`src/hw/rtl/tst_pkg.sv`:
```
`timescale 1ns / 1ps

package tst_pkg;

  localparam int CP_W  = 21;
  localparam int CAP_W = 13;
  localparam int ST_W  = 2;

  localparam logic [CAP_W-1:0] CAP_RESET = 13'd4096;

  localparam logic [ST_W-1:0] ST_PENDING = 2'd0;
  localparam logic [ST_W-1:0] ST_PRESENT = 2'd1;
  localparam logic [ST_W-1:0] ST_ABSENT  = 2'd2;
  localparam logic [ST_W-1:0] ST_FULL    = 2'd3;

  localparam logic MODE_INSERT = 1'b0;
  localparam logic MODE_LOOKUP = 1'b1;

  typedef enum logic [1:0] {
    KIND_NONE  = 2'd0,
    KIND_LOW   = 2'd1,
    KIND_EQUAL = 2'd2,
    KIND_HIGH  = 2'd3
  } tst_kind_t;

  typedef struct packed {
    logic skip;
    logic absent;
    logic lookup;
    logic no_room;
    logic char_eq;
    logic char_gt;
  } tst_stat_t;

  typedef struct packed {
    logic load;
    logic alloc;
    logic hit;
    logic go_low;
    logic go_high;
    logic link;
    logic miss;
    logic full;
    logic done;
  } tst_cmd_t;

endpackage

```
`src/hw/rtl/tst_ctrl.sv`:
```
`timescale 1ns / 1ps

module tst_ctrl (
  input  logic               clk,
  input  logic               rst_n,
  input  logic               start,
  input  tst_pkg::tst_stat_t stat,
  output tst_pkg::tst_cmd_t  cmd,
  output logic               busy
);
  import tst_pkg::*;

  typedef enum logic [3:0] {
    S_IDLE  = 4'b0001,
    S_CHECK = 4'b0010,
    S_CMP   = 4'b0100,
    S_LINK  = 4'b1000
  } state_t;

  state_t state_r, state_nxt;

  always_ff @(posedge clk) begin
    if (!rst_n) begin
      state_r <= S_IDLE;
    end else begin
      state_r <= state_nxt;
    end
  end

  always_comb begin
    cmd       = '0;
    state_nxt = state_r;
    unique case (state_r)
      S_IDLE: begin
        if (start) begin
          cmd.load  = 1'b1;
          state_nxt = S_CHECK;
        end
      end
      S_CHECK: begin
        priority if (stat.skip) begin
          cmd.done  = 1'b1;
          state_nxt = S_IDLE;
        end else if (stat.absent && stat.lookup) begin
          cmd.miss  = 1'b1;
          cmd.done  = 1'b1;
          state_nxt = S_IDLE;
        end else if (stat.absent && stat.no_room) begin
          cmd.full  = 1'b1;
          cmd.done  = 1'b1;
          state_nxt = S_IDLE;
        end else if (stat.absent) begin
          cmd.alloc = 1'b1;
          state_nxt = S_LINK;
        end else begin
          state_nxt = S_CMP;
        end
      end
      S_CMP: begin
        priority if (stat.char_eq) begin
          cmd.hit   = 1'b1;
          cmd.done  = 1'b1;
          state_nxt = S_IDLE;
        end else if (stat.char_gt) begin
          cmd.go_low = 1'b1;
          state_nxt  = S_CHECK;
        end else begin
          cmd.go_high = 1'b1;
          state_nxt   = S_CHECK;
        end
      end
      S_LINK: begin
        cmd.link  = 1'b1;
        cmd.done  = 1'b1;
        state_nxt = S_IDLE;
      end
      default: begin
        state_nxt = S_IDLE;
      end
    endcase
  end

  assign busy = (state_r != S_IDLE);

endmodule

```
`config.mk`:
```
export PLATFORM = sky130hd
export DESIGN_NAME = tst_ctrl
export DESIGN_NICKNAME = d
export VERILOG_FILES = /design/src/hw/rtl/tst_pkg.sv /design/src/hw/rtl/tst_ctrl.sv
export SDC_FILE = /design/constraint.sdc
export NUM_CORES = 1
export LEC_CHECK = 0
export BUFFER_PORTS_ARGS = -buffer_cell sky130_fd_sc_hd__buf_2
export CAP_MARGIN = 10
export CORE_AREA = 5 5 42 44
export CTS_BUF_LIST = sky130_fd_sc_hd__clkbuf_16
export CTS_CLUSTER_DIAMETER = 60
export DETAILED_ROUTE_END_ITERATION = 10
export DIE_AREA = 0 0 47 49
export SKIP_LAST_GASP = 1
export SLEW_MARGIN = 20
export SYNTH_ARGS = -nofsm -noshare
export SYNTH_HDL_FRONTEND = slang
export SYNTH_SLANG_ARGS = --single-unit
```
`constraint.sdc`:
```
create_clock -name clk -period 1.94 [get_ports clk]
set_clock_uncertainty 0.15 [all_clocks]
set_input_delay 0.097 -clock clk [delete_from_list [all_inputs] [get_ports clk]]
set_output_delay 0.097 -clock clk [all_outputs]
set_load 0.01 [all_outputs]
```
Word level (Yosys, flattened, before mapping)
Cells that the tools add are included.
Storage, ports and cells
  register bits: 4
  latch bits: 0
  RAM bits: 0
  memory bits (read-only): 0
  input port bits: 9
  output and inout bits: 10
  logic and storage cells: 37
  memories: 0
Cells by class
  add/subtract/negate cells: 0
  multipliers: 0
  divide/modulo/power cells: 0
  magnitude comparators: 0
  eq/ne operators: 6
  shifts and indexed selects: 0
  multiplexer cells: 28
  bitwise operators: 0
  reductions and logical operators: 2
Operator list (count)
  $mux W4: 5
  $mux W1: 15
  $pmux W4 S3: 1
  $mux W2: 5
  $eq A4 B1 Y1 const B: 1
  $eq A4 B2 Y1 const B: 1
  $eq A4 B3 Y1 const B: 1
  $eq A4 B4 Y1 const B: 1
  $ne A4 B1 Y1 const B: 1
  $mux W3: 1
  $pmux W1 S3: 1
  $logic_and A1 B1 Y1: 2
  $ne A2 B2 Y1 const B: 1

Depth between registers and ports, before layout
  word-level depth: 5
  mapped depth: 4

Least setup slack after synthesis
Ideal clock, no wire load.
  path type: register to output
  start: register state_r[3]
  end: output port cmd[1] (netlist name)
  arrival: 1.648 ns
  setup slack: 0.045 ns
  stages on the path, launching flop included: 5
  path through: dfxtp_1 buf_6 or4b_4 or4b_4 nor2_1
RTL lines
  start: declaration: line tst_ctrl.sv:20  | state_t state_r, state_nxt;
  start signal: assignment: line tst_ctrl.sv:26  | state_r <= state_nxt;
  end: declaration: line tst_ctrl.sv:8  | output tst_pkg::tst_cmd_t cmd,

==> impl_metrics.yaml <==
detailed_routing:
  ant_nets: 0
  dr.first_iter.drc_count: 2
  wirelength_um: 1010
  via_per_inst: 5.13
  drc_errors: 0
  wire_per_inst_um: 12.0
  vias: 431
  firstDrtPassIters: 4
global_routing:
  antenna_found_initial: 0
  track_usage: 0.0986
  grt_pass1_vias: 359
  grt_remaining_overflow: 0
  grt_max_degree: 11
  grt_pass1_wl_um: 1580
cells_and_area:
  final_util: 0.419
  antenna_cells: 0
  drive_above_1_share: 0.471
  largest_register: "state_r"
  regArea_um2: 80.1
  nFillCells: 146
  reg_top3: "state_r: 4 flops"
  nets: 79
  fin_area_um2: 587
  largest_reg_flops: 4
  multiInputGateArea_um2: 239
  area_growth_pct: 69.3
  fin_cells: 84
critical_path:
  rr_worst_depth: 4
  cp.arrival_ps: 1800
  r2r_end: "state_r[3]"
  path_class: "reg -> out"
  reg2reg_slack_ps: 100
  worst-path-max-fanout: 3
  timing.rr.start: "state_r[3]"
  endpoint_kind: "output pin"
  required_ps: 1690
  crit_path_start_kind: "register"
synth:
  synth_edf_count: 0
  synth_nets: 52
  syn-cell-area_um2: 347
  synth-seq-cells: 4
  syn_area_per_cell_um2: 8.06
  ys_types: 25
  synth_top_cells_by_area: "dfxtp_1 (23%), or4b_4 (7.9%), nor4b_1 (7.6%), inv_1 (4.3%), nor3b_1 (4.3%)"
  synthCells: 43
  ys_warn_count: 0
  synth_top_area_share: 0.231
  synthDominantAreaCellType: "dfxtp_1"
  ys_seq_area_frac: 0.231
  postSynth.asyncResetShare: 0
  synth-main-ff-cell: "dfxtp_1"
die:
  die_h_um: 49
  start_util: 0.247
  io_pins: 19
  rows: 14
  core_area_um2: 1400
  die_w_um: 47
  fp.dieArea_um2: 2300
power:
  pwr-share-clk: 0.656
  cellLeakagePower_nw: 0.268
  internal_power_w: 0.000390
  seqPwrFrac: 0.184
  vdd_drop_max_mv: 0.364
  power_density_nw_per_um2: 838
  p_sw_w: 0.000102
  p_comb_frac: 0.160
  p_sw_frac: 0.207
timing:
  setup_viol: 2
  fin_ws_ps: -106
  max_freq_mhz: 489
  relSlewSlack: 0.784
  hold_viol: 0
  fin_crit_ps: 2050
  maxSlewViolCount: 0
  rsz0062_at_grt: "yes"
  worstMarginPinSlew_ps: 319
  fin_crit_sh: 1.05
  fin_setup_tns_ps: -209
place:
  port_buffers: 18
  dp_cells: 77
  dpl.hpwl_um: 733
  placed_cell_area_um2: 462
  place.gp.congestion: 0.644
cts:
  clk_path_buf_depth: 2
  clock_latency_ps: 230
  numCtsBuffers: 3
  cts_tree: "yes"
  cts-root-buf: "clkbuf_16"
  cts_sinks: 4
  clk_pin_slew_ps: 30
  htreeDepth: 1
run:
  cap_violations: 0
hold_path:
  min_path_cells: 3
  hold_path_class: "in -> reg"
  hp-start: "stat[1]"
  min_to: "state_r[0]"
outcome:
  status: "finished, violations left"
  violations: "negative setup slack"
-- layout make-up --
cell class / instances / share of cell area
Timing Repair Buffer: 26 / 0.269
Multi-Input combinational cell: 31 / 0.407
Inverter: 4 / 0.0256
Tap cell: 16 / 0.0341
Sequential cell: 4 / 0.136
Clock buffer: 3 / 0.128
-- placed cells by master, fill, tap and decap left out --
cell type / instances
o21ai_0: 2
dfxtp_1: 4
nand2b_1: 1
a21oi_1: 2
nand4_1: 1
buf_2: 18
a31oi_1: 1
o21a_1: 2
a211oi_1: 1
nor4b_2: 1
nor3b_1: 2
and2_1: 1
nand3b_1: 1
inv_1: 4
buf_4: 5
nor2_2: 1
or4b_4: 3
nor4_1: 2
nor2_1: 2
o211ai_1: 2
clkbuf_16: 3
and4b_1: 1
and3b_1: 1
dlygate4sd3_1: 3
o21ai_1: 1
nor4b_1: 2
nor3_2: 1
-- layer usage --
layer / wire (um) / up-vias / GRT usage / part of all wire
li1: - / 212 / - / -
met1: 390 / 205 / 0.105 / 0.39
met2: 529 / 10 / 0.147 / 0.52
met3: 55 / 4 / 0.0443 / 0.054
met4: 35 / 0 / 0.0691 / 0.035
met5: 0 / - / 0 / 0
-- metrics by stage --
stage | total power [W] | hold slack (ps) | setup WS [ps]
floorplan | 0.000131 | 16.7 | 45.1
global placement | 0.000161 | 158 | 114
detailed placement | 0.000161 | 156 | 97.6
CTS | 0.000491 | 23.7 | -96.0
global route | 0.000511 | 58.7 | -157
finish | 0.000492 | 20.2 | -106
-- synthesized netlist by cell type, types with 2 or more instances --
master	n
a21oi_1	2
buf_2	2
dfxtp_1	4
inv_1	4
nor2_1	3
nor3b_1	2
nor4_1	2
nor4b_1	3
o211ai_1	2
o21a_1	2
o21ai_0	2
or4b_4	2
-- worst max-delay path, cell delays in order, from the launching register on --
cell	delay (ps)
dfxtp_1	300
or4b_4	530
or4b_4	510
nor2_1	100
buf_2	130
-- worst max path at each step --
stage	endpoint	cells past startpoint	startpoint
after floorplan	cmd[1]	4	state_r[3]
after global placement	cmd[7]	4	state_r[3]
after detailed placement	cmd[7]	4	state_r[3]
after CTS	cmd[7]	4	state_r[3]
after global routing	cmd[1]	4	state_r[3]
final	cmd[7]	4	state_r[3]
-- cell families after synthesis --
family                 Yosys count  share of synthesized area
AOI/OAI and AO/OA               11                      0.199
and+or+nand+nor                 20                      0.455
buffers and inverters            8                      0.115
DFF                              4                      0.231
-- power groups by stage --
stage	combinational (W)	sequential [W]	clock, W
5_1_grt	0.0000872	0.0000909	0.000333
6_report	0.0000788	0.0000903	0.000322
2_1_floorplan	0.0000409	0.0000902	0
3_5_place_dp	0.0000700	0.0000914	0
3_3_place_gp	0.0000690	0.0000915	0
4_1_cts	0.0000751	0.0000904	0.000326
-- repair_timing --
item,4_1_cts,5_1_grt
endpoints found under the setup margin,2,5
endpoints found under the hold margin,2,0
buffers inserted,1,0
pin swaps,1,0
gates resized for setup,0,3
hold buffers,3,0
(Power assumes the default switching activity.)
